==> src/sv/lcd_window_fill_streamer_core_macros.svh <==
// Assertion macros shared by the window fill streamer RTL.
`ifndef LCD_WINDOW_FILL_STREAMER_CORE_MACROS_SVH
`define LCD_WINDOW_FILL_STREAMER_CORE_MACROS_SVH

// Same-cycle implication, checked out of reset.
`define LWF_ASSERT_IMP(label, clk, rstn, ante, cons) \
    label: assert property (@(posedge clk) disable iff (!rstn) (ante) |-> (cons)) \
        else $error("lwf: same-cycle check failed");

// Next-cycle implication, checked out of reset.
`define LWF_ASSERT_NXT(label, clk, rstn, ante, cons) \
    label: assert property (@(posedge clk) disable iff (!rstn) (ante) |=> (cons)) \
        else $error("lwf: next-cycle check failed");

`endif

==> src/sv/lwf_pkg.sv <==
// Types, constants and helper functions of the window fill streamer.
package lwf_pkg;

    localparam int MaxPanelSide = 1024;
    localparam int SideW        = $clog2(MaxPanelSide + 1);
    localparam int CfgW         = 11;
    localparam int CoordW       = 16;
    localparam int ColorW       = 24;
    localparam int RunW         = 21;
    localparam int AddrW        = 4;
    localparam int DataW        = 32;
    localparam int QDepth       = 4;
    localparam int QPtrW        = $clog2(QDepth);
    localparam int QCntW        = $clog2(QDepth + 1);

    localparam logic [RunW-1:0] RunMax = '1;

    localparam logic [CfgW-1:0] ResetPanelWidth  = 11'd128;
    localparam logic [CfgW-1:0] ResetPanelHeight = 11'd160;
    localparam logic            ResetPixelFormat = 1'b0;

    localparam logic [1:0] RegPanelWidth  = 2'd0;
    localparam logic [1:0] RegPanelHeight = 2'd1;
    localparam logic [1:0] RegPixelFormat = 2'd2;

    localparam logic [7:0] CmdColumnSet = 8'h2A;
    localparam logic [7:0] CmdRowSet    = 8'h2B;
    localparam logic [7:0] CmdRamWrite  = 8'h2C;

    localparam logic [7:0] Mask666 = 8'hFC;
    localparam logic       Format666 = 1'b1;

    typedef enum logic [1:0] {
        OP_SET_COLOR = 2'd0,
        OP_PIXEL     = 2'd1,
        OP_FILL      = 2'd2
    } op_t;

    typedef enum logic [2:0] {
        KIND_CS_LOW  = 3'd0,
        KIND_CMD     = 3'd1,
        KIND_DATA    = 3'd2,
        KIND_RUN     = 3'd3,
        KIND_CS_HIGH = 3'd4
    } kind_t;

    typedef struct packed {
        logic [CfgW-1:0] panel_width;
        logic [CfgW-1:0] panel_height;
        logic            pixel_format;
    } cfg_t;

    // One clamped draw window, ready for the byte sequencer.
    typedef struct packed {
        logic [SideW-1:0]  x_lo;
        logic [SideW-1:0]  x_hi;
        logic [SideW-1:0]  y_lo;
        logic [SideW-1:0]  y_hi;
        logic [ColorW-1:0] pattern;
        logic [RunW-1:0]   run;
    } draw_cmd_t;

    // A zero side reads as one, anything past the largest panel as the largest.
    function automatic logic [SideW-1:0] eff_side(input logic [CfgW-1:0] v);
        if (v == '0) begin
            return SideW'(1);
        end else if (int'(v) > MaxPanelSide) begin
            return SideW'(MaxPanelSide);
        end
        return SideW'(v);
    endfunction

    function automatic logic [SideW-1:0] clamp_coord(input logic signed [CoordW-1:0] v,
                                                     input logic [SideW-1:0] side);
        logic [SideW-1:0] hi;
        hi = side - 1'b1;
        if (v[CoordW-1]) begin
            return '0;
        end else if ({1'b0, v[CoordW-2:0]} > CoordW'(hi)) begin
            return hi;
        end
        return SideW'(v[CoordW-2:0]);
    endfunction

    function automatic logic [ColorW-1:0] pack_pixel(input logic [ColorW-1:0] color,
                                                     input logic fmt);
        logic [7:0] r;
        logic [7:0] g;
        logic [7:0] b;
        r = color[23:16];
        g = color[15:8];
        b = color[7:0];
        if (fmt == Format666) begin
            return {r & Mask666, g & Mask666, b & Mask666};
        end
        return {8'h00, r[7:3], g[7:5], g[4:2], b[7:3]};
    endfunction

endpackage

==> src/sv/lwf_cfg.sv <==
// APB register block: panel size and pixel format.
module lwf_cfg import lwf_pkg::*; (
    input  logic             aclk,
    input  logic             aresetn,
    input  logic             psel,
    input  logic             penable,
    input  logic             pwrite,
    input  logic [AddrW-1:0] paddr,
    input  logic [DataW-1:0] pwdata,
    output logic [DataW-1:0] prdata,
    output logic             pready,
    output cfg_t             cfg
);

    cfg_t cfg_reg;
    cfg_t cfg_next;
    logic wr_en;

    assign pready = 1'b1;
    assign wr_en  = psel && penable && pwrite;
    assign cfg    = cfg_reg;

    always_comb begin
        cfg_next = cfg_reg;
        if (wr_en) begin
            case (paddr[3:2])
                RegPanelWidth:  cfg_next.panel_width  = pwdata[CfgW-1:0];
                RegPanelHeight: cfg_next.panel_height = pwdata[CfgW-1:0];
                RegPixelFormat: cfg_next.pixel_format = pwdata[0];
                default: ;
            endcase
        end
    end

    always_comb begin
        case (paddr[3:2])
            RegPanelWidth:  prdata = DataW'(cfg_reg.panel_width);
            RegPanelHeight: prdata = DataW'(cfg_reg.panel_height);
            RegPixelFormat: prdata = DataW'(cfg_reg.pixel_format);
            default:        prdata = '0;
        endcase
    end

    always_ff @(posedge aclk) begin
        if (!aresetn) begin
            cfg_reg.panel_width  <= ResetPanelWidth;
            cfg_reg.panel_height <= ResetPanelHeight;
            cfg_reg.pixel_format <= ResetPixelFormat;
        end else begin
            cfg_reg <= cfg_next;
        end
    end

endmodule

==> src/sv/lwf_front.sv <==
// Request front end: colour store, pixel culling, corner ordering and clamping, run size.
module lwf_front import lwf_pkg::*; (
    input  logic                     aclk,
    input  logic                     aresetn,
    input  cfg_t                     cfg,
    input  logic                     s_valid,
    output logic                     s_ready,
    input  logic [1:0]               s_op,
    input  logic signed [CoordW-1:0] s_x_first,
    input  logic signed [CoordW-1:0] s_y_first,
    input  logic signed [CoordW-1:0] s_x_second,
    input  logic signed [CoordW-1:0] s_y_second,
    input  logic [ColorW-1:0]        s_rgb_color,
    input  logic                     q_full,
    output logic                     push,
    output draw_cmd_t                push_data
);

    logic [ColorW-1:0] color_reg;
    logic [ColorW-1:0] color_next;

    // Stage A: raw corners and packed pixel
    logic                     a_valid_reg;
    logic                     a_valid_next;
    logic signed [CoordW-1:0] xa_reg;
    logic signed [CoordW-1:0] ya_reg;
    logic signed [CoordW-1:0] xb_reg;
    logic signed [CoordW-1:0] yb_reg;
    logic [ColorW-1:0]        a_pattern_reg;

    // Stage B: ordered, clamped window
    logic              b_valid_reg;
    logic              b_valid_next;
    logic [SideW-1:0]  bx_lo_reg;
    logic [SideW-1:0]  bx_hi_reg;
    logic [SideW-1:0]  by_lo_reg;
    logic [SideW-1:0]  by_hi_reg;
    logic [ColorW-1:0] b_pattern_reg;

    logic [SideW-1:0]   w_eff;
    logic [SideW-1:0]   h_eff;
    logic               on_screen;
    logic               draw_ok;
    logic               accept;
    logic               a_go;
    logic               b_go;
    logic [SideW-1:0]   x_lo_c;
    logic [SideW-1:0]   x_hi_c;
    logic [SideW-1:0]   y_lo_c;
    logic [SideW-1:0]   y_hi_c;
    logic [SideW-1:0]   dx;
    logic [SideW-1:0]   dy;
    logic [2*SideW-1:0] area;

    assign w_eff = eff_side(cfg.panel_width);
    assign h_eff = eff_side(cfg.panel_height);

    assign on_screen = !s_x_first[CoordW-1] && !s_y_first[CoordW-1]
                    && ({1'b0, s_x_first[CoordW-2:0]} < CoordW'(w_eff))
                    && ({1'b0, s_y_first[CoordW-2:0]} < CoordW'(h_eff));
    assign draw_ok = (s_op == OP_FILL) || ((s_op == OP_PIXEL) && on_screen);

    assign b_go    = b_valid_reg && !q_full;
    assign a_go    = a_valid_reg && (!b_valid_reg || b_go);
    assign s_ready = !a_valid_reg || !b_valid_reg || b_go;
    assign accept  = s_valid && s_ready;

    always_comb begin
        color_next   = color_reg;
        a_valid_next = a_valid_reg && !a_go;
        b_valid_next = b_valid_reg && !b_go;
        if (accept && (s_op == OP_SET_COLOR)) begin
            color_next = s_rgb_color;
        end
        if (accept && draw_ok) begin
            a_valid_next = 1'b1;
        end
        if (a_go) begin
            b_valid_next = 1'b1;
        end
    end

    // Order the corners, then clamp each to the panel
    always_comb begin
        if (xa_reg > xb_reg) begin
            x_lo_c = clamp_coord(xb_reg, w_eff);
            x_hi_c = clamp_coord(xa_reg, w_eff);
        end else begin
            x_lo_c = clamp_coord(xa_reg, w_eff);
            x_hi_c = clamp_coord(xb_reg, w_eff);
        end
        if (ya_reg > yb_reg) begin
            y_lo_c = clamp_coord(yb_reg, h_eff);
            y_hi_c = clamp_coord(ya_reg, h_eff);
        end else begin
            y_lo_c = clamp_coord(ya_reg, h_eff);
            y_hi_c = clamp_coord(yb_reg, h_eff);
        end
    end

    assign dx   = bx_hi_reg - bx_lo_reg + 1'b1;
    assign dy   = by_hi_reg - by_lo_reg + 1'b1;
    assign area = dx * dy;

    always_comb begin
        push              = b_go;
        push_data.x_lo    = bx_lo_reg;
        push_data.x_hi    = bx_hi_reg;
        push_data.y_lo    = by_lo_reg;
        push_data.y_hi    = by_hi_reg;
        push_data.pattern = b_pattern_reg;
        if (32'(area) > 32'(RunMax)) begin
            push_data.run = RunMax;
        end else begin
            push_data.run = RunW'(area);
        end
    end

    always_ff @(posedge aclk) begin
        if (!aresetn) begin
            color_reg   <= '0;
            a_valid_reg <= 1'b0;
            b_valid_reg <= 1'b0;
        end else begin
            color_reg   <= color_next;
            a_valid_reg <= a_valid_next;
            b_valid_reg <= b_valid_next;
        end
    end

    // A single pixel is a one-by-one window
    always_ff @(posedge aclk) begin
        if (accept && draw_ok) begin
            xa_reg        <= s_x_first;
            ya_reg        <= s_y_first;
            xb_reg        <= (s_op == OP_FILL) ? s_x_second : s_x_first;
            yb_reg        <= (s_op == OP_FILL) ? s_y_second : s_y_first;
            a_pattern_reg <= pack_pixel(color_reg, cfg.pixel_format);
        end
        if (a_go) begin
            bx_lo_reg     <= x_lo_c;
            bx_hi_reg     <= x_hi_c;
            by_lo_reg     <= y_lo_c;
            by_hi_reg     <= y_hi_c;
            b_pattern_reg <= a_pattern_reg;
        end
    end

endmodule

==> src/sv/lwf_queue.sv <==
// Short queue of draw windows between front end and byte sequencer.
module lwf_queue import lwf_pkg::*; (
    input  logic             aclk,
    input  logic             aresetn,
    input  logic             push,
    input  draw_cmd_t        push_data,
    input  logic             pop,
    output draw_cmd_t        pop_data,
    output logic             full,
    output logic             empty,
    output logic [QCntW-1:0] count
);

    draw_cmd_t        entry_reg [QDepth];
    logic [QPtrW-1:0] wr_ptr_reg;
    logic [QPtrW-1:0] rd_ptr_reg;
    logic [QCntW-1:0] count_reg;

    assign full     = count_reg == QCntW'(QDepth);
    assign empty    = count_reg == '0;
    assign count    = count_reg;
    assign pop_data = entry_reg[rd_ptr_reg];

    always_ff @(posedge aclk) begin
        if (!aresetn) begin
            wr_ptr_reg <= '0;
            rd_ptr_reg <= '0;
            count_reg  <= '0;
        end else begin
            if (push) begin
                wr_ptr_reg <= wr_ptr_reg + 1'b1;
            end
            if (pop) begin
                rd_ptr_reg <= rd_ptr_reg + 1'b1;
            end
            count_reg <= count_reg + QCntW'(push) - QCntW'(pop);
        end
    end

    always_ff @(posedge aclk) begin
        if (push) begin
            entry_reg[wr_ptr_reg] <= push_data;
        end
    end

endmodule

==> src/sv/lwf_back.sv <==
// Byte sequencer: window tracking and the per-draw result beats.
module lwf_back import lwf_pkg::*; (
    input  logic              aclk,
    input  logic              aresetn,
    input  logic              q_empty,
    input  draw_cmd_t         q_data,
    output logic              pop,
    output logic              m_valid,
    input  logic              m_ready,
    output logic [2:0]        m_kind,
    output logic [7:0]        m_byte_value,
    output logic [ColorW-1:0] m_pixel_pattern,
    output logic [RunW-1:0]   m_run_length,
    output logic              m_last
);

    typedef enum logic [8:0] {
        ST_IDLE     = 9'b000000001,
        ST_CS_LOW   = 9'b000000010,
        ST_COL_CMD  = 9'b000000100,
        ST_COL_DATA = 9'b000001000,
        ST_ROW_CMD  = 9'b000010000,
        ST_ROW_DATA = 9'b000100000,
        ST_RAM      = 9'b001000000,
        ST_RUN      = 9'b010000000,
        ST_CS_HIGH  = 9'b100000000
    } state_t;

    state_t            state_reg;
    state_t            state_next;
    logic [1:0]        byte_cnt_reg;
    logic [1:0]        byte_cnt_next;
    draw_cmd_t         cmd_reg;
    draw_cmd_t         cmd_next;
    logic [CoordW-1:0] win_col_start_reg;
    logic [CoordW-1:0] win_col_start_next;
    logic [CoordW-1:0] win_col_end_reg;
    logic [CoordW-1:0] win_col_end_next;
    logic [CoordW-1:0] win_row_start_reg;
    logic [CoordW-1:0] win_row_start_next;
    logic [CoordW-1:0] win_row_end_reg;
    logic [CoordW-1:0] win_row_end_next;

    logic              m_valid_reg;
    logic              m_valid_next;
    kind_t             m_kind_reg;
    kind_t             m_kind_next;
    logic [7:0]        m_byte_reg;
    logic [7:0]        m_byte_next;
    logic [ColorW-1:0] m_pattern_reg;
    logic [ColorW-1:0] m_pattern_next;
    logic [RunW-1:0]   m_run_reg;
    logic [RunW-1:0]   m_run_next;
    logic              m_last_reg;
    logic              m_last_next;

    logic                out_free;
    logic                col_diff;
    logic                row_diff;
    logic [2*CoordW-1:0] col_word;
    logic [2*CoordW-1:0] row_word;
    logic [1:0]          byte_sel;

    assign out_free = !m_valid_reg || m_ready;
    assign col_word = {CoordW'(cmd_reg.x_lo), CoordW'(cmd_reg.x_hi)};
    assign row_word = {CoordW'(cmd_reg.y_lo), CoordW'(cmd_reg.y_hi)};
    assign col_diff = (col_word != {win_col_start_reg, win_col_end_reg});
    assign row_diff = (row_word != {win_row_start_reg, win_row_end_reg});
    // Start high byte goes first
    assign byte_sel = ~byte_cnt_reg;

    always_comb begin
        state_next         = state_reg;
        byte_cnt_next      = byte_cnt_reg;
        cmd_next           = cmd_reg;
        win_col_start_next = win_col_start_reg;
        win_col_end_next   = win_col_end_reg;
        win_row_start_next = win_row_start_reg;
        win_row_end_next   = win_row_end_reg;
        pop                = 1'b0;
        m_valid_next       = m_valid_reg && !m_ready;
        m_kind_next        = m_kind_reg;
        m_byte_next        = m_byte_reg;
        m_pattern_next     = m_pattern_reg;
        m_run_next         = m_run_reg;
        m_last_next        = m_last_reg;

        if ((state_reg != ST_IDLE) && out_free) begin
            m_valid_next   = 1'b1;
            m_byte_next    = '0;
            m_pattern_next = '0;
            m_run_next     = '0;
            m_last_next    = 1'b0;
        end

        case (state_reg)
            ST_IDLE: begin
                if (!q_empty) begin
                    pop        = 1'b1;
                    cmd_next   = q_data;
                    state_next = ST_CS_LOW;
                end
            end
            ST_CS_LOW: begin
                if (out_free) begin
                    m_kind_next = KIND_CS_LOW;
                    state_next  = col_diff ? ST_COL_CMD : (row_diff ? ST_ROW_CMD : ST_RAM);
                end
            end
            ST_COL_CMD: begin
                if (out_free) begin
                    m_kind_next        = KIND_CMD;
                    m_byte_next        = CmdColumnSet;
                    win_col_start_next = col_word[2*CoordW-1:CoordW];
                    win_col_end_next   = col_word[CoordW-1:0];
                    byte_cnt_next      = '0;
                    state_next         = ST_COL_DATA;
                end
            end
            ST_COL_DATA: begin
                if (out_free) begin
                    m_kind_next   = KIND_DATA;
                    m_byte_next   = col_word[{byte_sel, 3'b000} +: 8];
                    byte_cnt_next = byte_cnt_reg + 1'b1;
                    if (byte_cnt_reg == '1) begin
                        state_next = row_diff ? ST_ROW_CMD : ST_RAM;
                    end
                end
            end
            ST_ROW_CMD: begin
                if (out_free) begin
                    m_kind_next        = KIND_CMD;
                    m_byte_next        = CmdRowSet;
                    win_row_start_next = row_word[2*CoordW-1:CoordW];
                    win_row_end_next   = row_word[CoordW-1:0];
                    byte_cnt_next      = '0;
                    state_next         = ST_ROW_DATA;
                end
            end
            ST_ROW_DATA: begin
                if (out_free) begin
                    m_kind_next   = KIND_DATA;
                    m_byte_next   = row_word[{byte_sel, 3'b000} +: 8];
                    byte_cnt_next = byte_cnt_reg + 1'b1;
                    if (byte_cnt_reg == '1) begin
                        state_next = ST_RAM;
                    end
                end
            end
            ST_RAM: begin
                if (out_free) begin
                    m_kind_next = KIND_CMD;
                    m_byte_next = CmdRamWrite;
                    state_next  = ST_RUN;
                end
            end
            ST_RUN: begin
                if (out_free) begin
                    m_kind_next    = KIND_RUN;
                    m_pattern_next = cmd_reg.pattern;
                    m_run_next     = cmd_reg.run;
                    state_next     = ST_CS_HIGH;
                end
            end
            ST_CS_HIGH: begin
                if (out_free) begin
                    m_kind_next = KIND_CS_HIGH;
                    m_last_next = 1'b1;
                    // Chain straight into the next draw when one is waiting
                    if (!q_empty) begin
                        pop        = 1'b1;
                        cmd_next   = q_data;
                        state_next = ST_CS_LOW;
                    end else begin
                        state_next = ST_IDLE;
                    end
                end
            end
            default: begin
                state_next = ST_IDLE;
            end
        endcase
    end

    always_ff @(posedge aclk) begin
        if (!aresetn) begin
            state_reg         <= ST_IDLE;
            byte_cnt_reg      <= '0;
            win_col_start_reg <= '1;
            win_col_end_reg   <= '1;
            win_row_start_reg <= '1;
            win_row_end_reg   <= '1;
            m_valid_reg       <= 1'b0;
        end else begin
            state_reg         <= state_next;
            byte_cnt_reg      <= byte_cnt_next;
            win_col_start_reg <= win_col_start_next;
            win_col_end_reg   <= win_col_end_next;
            win_row_start_reg <= win_row_start_next;
            win_row_end_reg   <= win_row_end_next;
            m_valid_reg       <= m_valid_next;
        end
    end

    always_ff @(posedge aclk) begin
        cmd_reg       <= cmd_next;
        m_kind_reg    <= m_kind_next;
        m_byte_reg    <= m_byte_next;
        m_pattern_reg <= m_pattern_next;
        m_run_reg     <= m_run_next;
        m_last_reg    <= m_last_next;
    end

    assign m_valid         = m_valid_reg;
    assign m_kind          = m_kind_reg;
    assign m_byte_value    = m_byte_reg;
    assign m_pixel_pattern = m_pattern_reg;
    assign m_run_length    = m_run_reg;
    assign m_last          = m_last_reg;

endmodule

==> src/sv/lcd_window_fill_streamer_core.sv <==
// Draw requests in, serial TFT panel beats out: chip select, window commands, pixel run.
// The input side takes one request per cycle unless the queue backs it up: set-colour
// requests and off-screen pixels finish there and produce no beats. Each drawn pixel
// or fill turns into 4 beats (window unchanged), 9 beats (one of column or row window
// changed) or 14 beats (both changed); the byte sequencer issues one beat per cycle
// while m_ready is high, so that sequencer sets the sustained rate. A request passes
// through front-end stages A and B and a four-entry queue on its way to the sequencer;
// the queue keeps the input side accepting while beats of earlier draws are still
// going out.
`include "lcd_window_fill_streamer_core_macros.svh"

module lcd_window_fill_streamer_core import lwf_pkg::*; (
    input  logic                     aclk,
    input  logic                     aresetn,
    input  logic                     psel,
    input  logic                     penable,
    input  logic                     pwrite,
    input  logic [AddrW-1:0]         paddr,
    input  logic [DataW-1:0]         pwdata,
    output logic [DataW-1:0]         prdata,
    output logic                     pready,
    input  logic                     s_valid,
    output logic                     s_ready,
    input  logic [1:0]               s_op,
    input  logic signed [CoordW-1:0] s_x_first,
    input  logic signed [CoordW-1:0] s_y_first,
    input  logic signed [CoordW-1:0] s_x_second,
    input  logic signed [CoordW-1:0] s_y_second,
    input  logic [ColorW-1:0]        s_rgb_color,
    output logic                     m_valid,
    input  logic                     m_ready,
    output logic [2:0]               m_kind,
    output logic [7:0]               m_byte_value,
    output logic [ColorW-1:0]        m_pixel_pattern,
    output logic [RunW-1:0]          m_run_length,
    output logic                     m_last
);

    cfg_t             cfg;
    logic             push;
    draw_cmd_t        push_data;
    logic             pop;
    draw_cmd_t        pop_data;
    logic             q_full;
    logic             q_empty;
    logic [QCntW-1:0] q_count;

    lwf_cfg u_cfg (
        .aclk    (aclk),
        .aresetn (aresetn),
        .psel    (psel),
        .penable (penable),
        .pwrite  (pwrite),
        .paddr   (paddr),
        .pwdata  (pwdata),
        .prdata  (prdata),
        .pready  (pready),
        .cfg     (cfg)
    );

    lwf_front u_front (
        .aclk        (aclk),
        .aresetn     (aresetn),
        .cfg         (cfg),
        .s_valid     (s_valid),
        .s_ready     (s_ready),
        .s_op        (s_op),
        .s_x_first   (s_x_first),
        .s_y_first   (s_y_first),
        .s_x_second  (s_x_second),
        .s_y_second  (s_y_second),
        .s_rgb_color (s_rgb_color),
        .q_full      (q_full),
        .push        (push),
        .push_data   (push_data)
    );

    lwf_queue u_queue (
        .aclk      (aclk),
        .aresetn   (aresetn),
        .push      (push),
        .push_data (push_data),
        .pop       (pop),
        .pop_data  (pop_data),
        .full      (q_full),
        .empty     (q_empty),
        .count     (q_count)
    );

    lwf_back u_back (
        .aclk            (aclk),
        .aresetn         (aresetn),
        .q_empty         (q_empty),
        .q_data          (pop_data),
        .pop             (pop),
        .m_valid         (m_valid),
        .m_ready         (m_ready),
        .m_kind          (m_kind),
        .m_byte_value    (m_byte_value),
        .m_pixel_pattern (m_pixel_pattern),
        .m_run_length    (m_run_length),
        .m_last          (m_last)
    );

    // Queue never overfills or pops when empty
    `LWF_ASSERT_IMP(a_queue_bound, aclk, aresetn, 1'b1, q_count <= QCntW'(QDepth))
    // Only the deselect beat closes a draw
    `LWF_ASSERT_IMP(a_last_is_cs_high, aclk, aresetn, m_valid && m_last, m_kind == KIND_CS_HIGH)
    // A pixel run always covers at least one pixel
    `LWF_ASSERT_IMP(a_run_nonzero, aclk, aresetn, m_valid && (m_kind == KIND_RUN),
        m_run_length != '0)
    // The deselect beat follows a taken run beat at once
    `LWF_ASSERT_NXT(a_run_then_cs_high, aclk, aresetn,
        m_valid && m_ready && (m_kind == KIND_RUN), m_valid && (m_kind == KIND_CS_HIGH))

endmodule
==> config.mk <==
export PLATFORM = sky130hd
export DESIGN_NAME = lcd_window_fill_streamer_core
export DESIGN_NICKNAME = d
export VERILOG_FILES = /design/src/sv/lwf_pkg.sv /design/src/sv/lwf_cfg.sv /design/src/sv/lwf_front.sv /design/src/sv/lwf_queue.sv /design/src/sv/lwf_back.sv /design/src/sv/lcd_window_fill_streamer_core.sv
export VERILOG_INCLUDE_DIRS = /design/src /design/src/sv
export SDC_FILE = /design/constraint.sdc
export NUM_CORES = 1
export LEC_CHECK = 0
export BUFFER_PORTS_ARGS = -buffer_cell sky130_fd_sc_hd__buf_2
export CORE_MARGIN = 4
export CORE_UTILIZATION = 55
export DETAILED_ROUTE_END_ITERATION = 16
export GPL_ROUTABILITY_DRIVEN = 0
export GPL_TIMING_DRIVEN = 1
export PLACE_DENSITY = 0.73
export REMOVE_ABC_BUFFERS = 1
export SKIP_LAST_GASP = 1
export SLEW_MARGIN = 15
export SYNTH_ARGS = -nofsm -noshare
export SYNTH_HDL_FRONTEND = slang
export SYNTH_SLANG_ARGS = --single-unit
export TNS_END_PERCENT = 5
==> constraint.sdc <==
create_clock -name aclk -period 8.2 [get_ports aclk]
set_clock_uncertainty 0.1 [all_clocks]
set_input_delay 1.23 -clock aclk [delete_from_list [all_inputs] [get_ports aclk]]
set_output_delay 1.23 -clock aclk [all_outputs]
set_load 0.1 [all_outputs]
Yosys cells after proc, flatten, opt, wreduce, memory -nomap -nowiden

Memories as Yosys holds them, arrays and structs flattened. A register that Yosys moved wholly into a read port is not among the register bits.
Index checks and enable logic that the tools add are counted.

Multiplexer cells: 107
Magnitude comparators: 11
Add/sub/neg operators: 11
$mul: 1
Shift-type cells: 2
Reductions and logical operators: 49
Bitwise logic cells: 1
Equality and inequality tests: 32

Operator list:

| cell                                                  | number |
|---|---|
| 2-to-1 mux 11 bit                                     | 26 |
| 2-to-1 mux 89 bit                                     | 2 |
| one-hot mux 89 bit (2 select lines)                   | 1 |
| 2-to-1 mux 9 bit                                      | 12 |
| 2-to-1 mux 24 bit                                     | 4 |
| 2-to-1 mux 21 bit                                     | 4 |
| one-hot mux 9 bit (9 select lines)                    | 1 |
| inequality test 27 x 32 -> 1 bit                      | 2 |
| indexed part select 32 x 6 -> 8 bit                   | 2 |
| > comparator 15 x 11 -> 1 bit                         | 4 |
| 2-to-1 mux 16 bit                                     | 3 |
| 2-to-1 mux 8 bit                                      | 6 |
| one-hot mux 8 bit (5 select lines)                    | 1 |
| one-hot mux 11 bit (3 select lines)                   | 1 |
| > comparator 16 bit                                   | 2 |
| 2-to-1 mux 1 bit                                      | 32 |
| less-than comparator 15 x 11 -> 1 bit                 | 2 |
| inequality test 2 x 1 -> 1 bit, second input constant | 13 |
| adder 11 x 1 -> 11 bit, second input constant         | 2 |
| > comparator 11 bit, second input constant            | 2 |
| > comparator 22 x 21 -> 1 bit, second input constant  | 1 |
| logical NOT 11 bit                                    | 2 |
| multiplier 11 x 11 -> 22 bit                          | 1 |
| subtractor 11 x 1 -> 11 bit, second input constant    | 2 |
| other kinds (38)                                      | 86 |

Input bits: 133
Memory bits (writable): 348
Output and inout port bits: 92
Memories kept: 1
Word-level logic and storage cells: 253
Flip-flop bits (word level): 430

Memory list:

| name              | words | bits a word | read ports | clocked after memory_dff | wr ports | line            | source |
|---|---|---|---|---|---|---|---|
| u_queue.entry_reg | 4     | 87          | 1          | 1                        | 1        | lwf_queue.sv:14 | `draw_cmd_t entry_reg [QDepth];` |

Depth between registers and ports, before layout

Depth after elaboration: 12
Gate-level depth with buffers: 34

By module

From an unflattened synthesis, not the netlist that was laid out.

Cell total of the unflattened synthesis: 2785
Area, all modules: 37475.9 µm²

By module, submodules not included:

| module    | area an instance (µm²) | cells an instance | seq. area each (µm²) | times used |
|---|---|---|---|---|
| lwf_front | 15097.0                | 1514              | 4964.8               | 1 |
| lwf_queue | 13262.7                | 508               | 10870.4              | 1 |
| lwf_back  | 7841.3                 | 619               | 5004.8               | 1 |
| lwf_cfg   | 1275.0                 | 144               | 460.4                | 1 |

Worst setup path before layout

Ideal clock, no wire load.

Path kind: flip-flop to flip-flop
Start point: reg u_front.by_hi_reg[2]
End point: mem u_queue.entry_reg[0][16] (netlist bit), data pin
Stages on the path, launching flop included: 31
Path buffers: 3
Setup slack: 0.656 ns
Data arrival time: 7.181 ns
Setup time: 0.262 ns
Period minus slack after synthesis: 7.544 ns
Path through: edfxtp_1 > ha_1 > ha_1 > a21o_1 > a21oi_1 > o21bai_1 > a2111o_1 > a31o_2 > a21oi_2 > xnor2_1 > buf_2 > nor2_1 > fa_1 > inv_1 > fa_1 > inv_1 > fa_1 > fa_1 > inv_1 > fa_1 > inv_1 > ha_1 > o21a_1 > o211a_1 > o31ai_4 > o311a_4 > a21oi_2 > xor2_1 > buf_6 > buf_12 > nand2_2

RTL lines:

| what                   | line             | source |
|---|---|---|
| start, declared        | lwf_front.sv:37  | `logic [SideW-1:0] by_hi_reg;` |
| start signal, assigned | lwf_front.sv:144 | `by_hi_reg <= y_hi_c;` |
| end, declared          | lwf_queue.sv:14  |  |

==> impl_metrics.py <==
metrics = {
    "place": {
        "placed_cells": 3753,
        "dpl.hpwl_mm": 55.5,
        "port-buffer-count": 173,
    },
    "clock_tree": {
        "cts.sinks": 754,
        "clk_pin_slew_ps": 60,
        "h-tree-depth": 3,
        "root_buffer": "clkbuf_16",
        "cts_tree": "yes",
        "cts_hold_buf": 0,
        "cts_buffers": 77,
        "clk_path_buf_depth": 3,
        "clock_latency_ps": 630,
    },
    "routing": {
        "drc": 0,
        "drtIter0Drc": 1485,
        "drt_wl_total_mm": 79.3,
        "via_per_inst": 5.78,
        "vias": 22562,
        "routedWlPerCell_um": 20.3,
        "dr.pass1.iters": 5,
        "ant_nets": 0,
    },
    "global_routing": {
        "overflow": 0,
        "antenna_found_initial": 0,
        "grt_pass1_vias": 22774,
        "gr-usage-all-layers": 0.219,
        "grt_pass1_wl_mm": 124,
        "grt_max_degree": 65,
    },
    "logic_synthesis": {
        "synth_xor_area_frac": 0.0239,
        "synth.distinct_cells": 86,
        "ys_warn_count": 0,
        "synth_flop_cell": "edfxtp_1",
        "synth-edff-count": 633,
        "synthArstFlopShare": 0,
        "ys_seq_area_frac": 0.573,
        "synthSimpleGateAreaFrac": 0.0924,
        "synth_top_family_by_area": "adder cells",
        "synth_cells": 2777,
        "synth.ff_latch_count": 754,
        "synthesis.area_um2": 37400,
        "synthMuxAreaShare": 0.0943,
        "synthAdderAreaFrac": 0.112,
        "synth_compound_area_frac": 0.0610,
        "syn_avg_cell_area_um2": 13.5,
    },
    "worst_hold_path": {
        "hold_path_class": "flip-flop to flip-flop",
        "hp-start": "u_front.a_pattern_reg[21]$_SDFFCE_PN0P_",
        "hold_depth": 0,
    },
    "die": {
        "initial_core_util": 0.555,
        "io_pins": 225,
        "die_x_um": 269,
        "die-area_um2": 72200,
        "fp-row-count": 95,
        "die_h_um": 269,
        "core_um2": 67300,
    },
    "sta": {
        "tns_ps": 0,
        "worstMarginPinSlew_ps": 1240,
        "hold_viol": 0,
        "max_freq_mhz": 126,
        "maxSlewViolCount": 0,
        "hold_slack_ps": 316,
        "fin_crit_ps": 7950,
        "maxSlewHeadroom": 0.171,
        "finalSetupViolations": 0,
        "post-route-period-util": 0.970,
    },
    "layout": {
        "layout-drive-gt1-share": 0.188,
        "nets": 3387,
        "area_growth_syn_to_layout_pct": 12.0,
        "final_common_cell": "edfxtp_1",
        "final_util": 0.622,
        "final_cell_mix": "edfxtp_1, nand2_1, inv_1",
        "fillCellCount": 4930,
        "largest_register_ffs": 348,
        "finalNonFillerCells": 3906,
    },
    "critical_path": {
        "critPathCaptureType": "flip-flop",
        "max_stage_delay_ps": 560,
        "cp_slowest_cell": "fa_1",
        "worstPathArrival_ps": 8190,
        "cp_data_required_time_ps": 8440,
        "crit_start": "u_front.by_lo_reg[2]$_DFFE_PP_",
        "r2r-start": "u_front.by_lo_reg[2]$_DFFE_PP_",
        "r2r_cells": 29,
        "crit_fanout": 11,
        "crit_type": "flip-flop to flip-flop",
        "cp-start-kind": "flip-flop",
    },
    "pwr": {
        "peakVddDrop_mv": 0.372,
        "p_leak_uw": 0.0164,
        "power_density_nw_per_um2": 310,
    },
    "status": {
        "outcome": "completed",
    },
    "flow_run": {
        "maxCapViolations": 0,
    },
}
synth_stat cells, types with 30 or more instances:
cell type	n	area share
edfxtp_1	633	0.51
nand2_1	260	0.026
inv_1	229	0.023
ha_1	203	0.068
nor2_1	151	0.015
dfxtp_1	121	0.065
mux4_2	93	0.056
fa_1	83	0.044
mux2i_1	82	0.022
a21oi_1	80	0.011
clkbuf_1	66	0.0066
nand3_1	63	0.0084
mux2_2	54	0.016
xor2_1	53	0.012
a22o_1	50	0.012
xnor2_1	49	0.011
o31ai_1	44	0.0088
or3_1	32	0.0054
o21ai_0	31	0.0042
nor3_1	30	0.0040
final timing paths:
| kind | endpoint | slack [ps] |
|---|---|---|
| setup reg to reg | u_queue.entry_reg[0][1]$_DFFE_PP_ | 250 |
| hold / removal | u_front.b_pattern_reg[21]$_DFFE_PP_ | 320 |
| setup / recovery | u_queue.entry_reg[0][1]$_DFFE_PP_ | 250 |
| hold reg to reg | u_front.b_pattern_reg[21]$_DFFE_PP_ | 320 |
cell families after synthesis:
| group | after synthesis |
|---|---|
| compound gates | 322 |
| xor+xnor | 102 |
| fa+ha+maj | 286 |
| buf+inv | 363 |
| flops | 754 |
| mux | 229 |
| other cells | 2 |
| simple gates | 719 |
final cells by class:
| type | count | area, µm² | share of cell area |
|---|---|---|---|
| Timing Repair Buffer | 226 | 1300 | 0.0310 |
| Inverter | 229 | 860 | 0.0205 |
| Clock buffer | 91 | 2030 | 0.0485 |
| Tap cell | 873 | 1090 | 0.0261 |
| Clock inverter | 51 | 557 | 0.0133 |
| Sequential cell | 754 | 21400 | 0.512 |
| Antenna cell | 2 | 5.00 | 0.000120 |
| Multi-Input combinational cell | 1680 | 14600 | 0.348 |
power breakdown:
group / leakage, µW / switching, µW / internal, µW
clock network: 0.00125 / 1450 / 2070
logic: 0.00829 / 2530 / 1630
registers: 0.00691 / 232 / 5050
stage by stage:
stage	total power, µW	worst slack (ps)	instance area [µm²]
global placement	9280	182	39100
global route	13800	-33.1	41800
floorplan	8460	-279	36700
detailed placement	9460	27.9	39100
finish	13000	248	41800
CTS	13000	30.8	41700
critical path: cells and delay by family (launching register included):
family / cells / cell delay (ps)
AOI/OAI and AO/OA: 11 / 2330
adders and majority gates: 8 / 3510
and+or+nand+nor: 2 / 350
buffers and inverters: 6 / 500
DFF: 1 / 440
xor gates and xnor gates: 2 / 430
repair_timing:
item / 4_1_cts / 5_1_grt
setup endpoints to repair: 12 / 84
pin swaps: 0 / 2
setup buffers: 0 / 8
gates resized for setup: 1 / 9
gates cloned: 0 / 1
layer usage:
layer,share of wire,up-vias,track usage
li1,-,10473,-
met5,0,-,0
met4,0.027,0,0.0716
met3,0.065,134,0.0337
met1,0.42,11205,0.298
met2,0.49,750,0.366
Note: power is estimated with default switching activity, not from simulation.
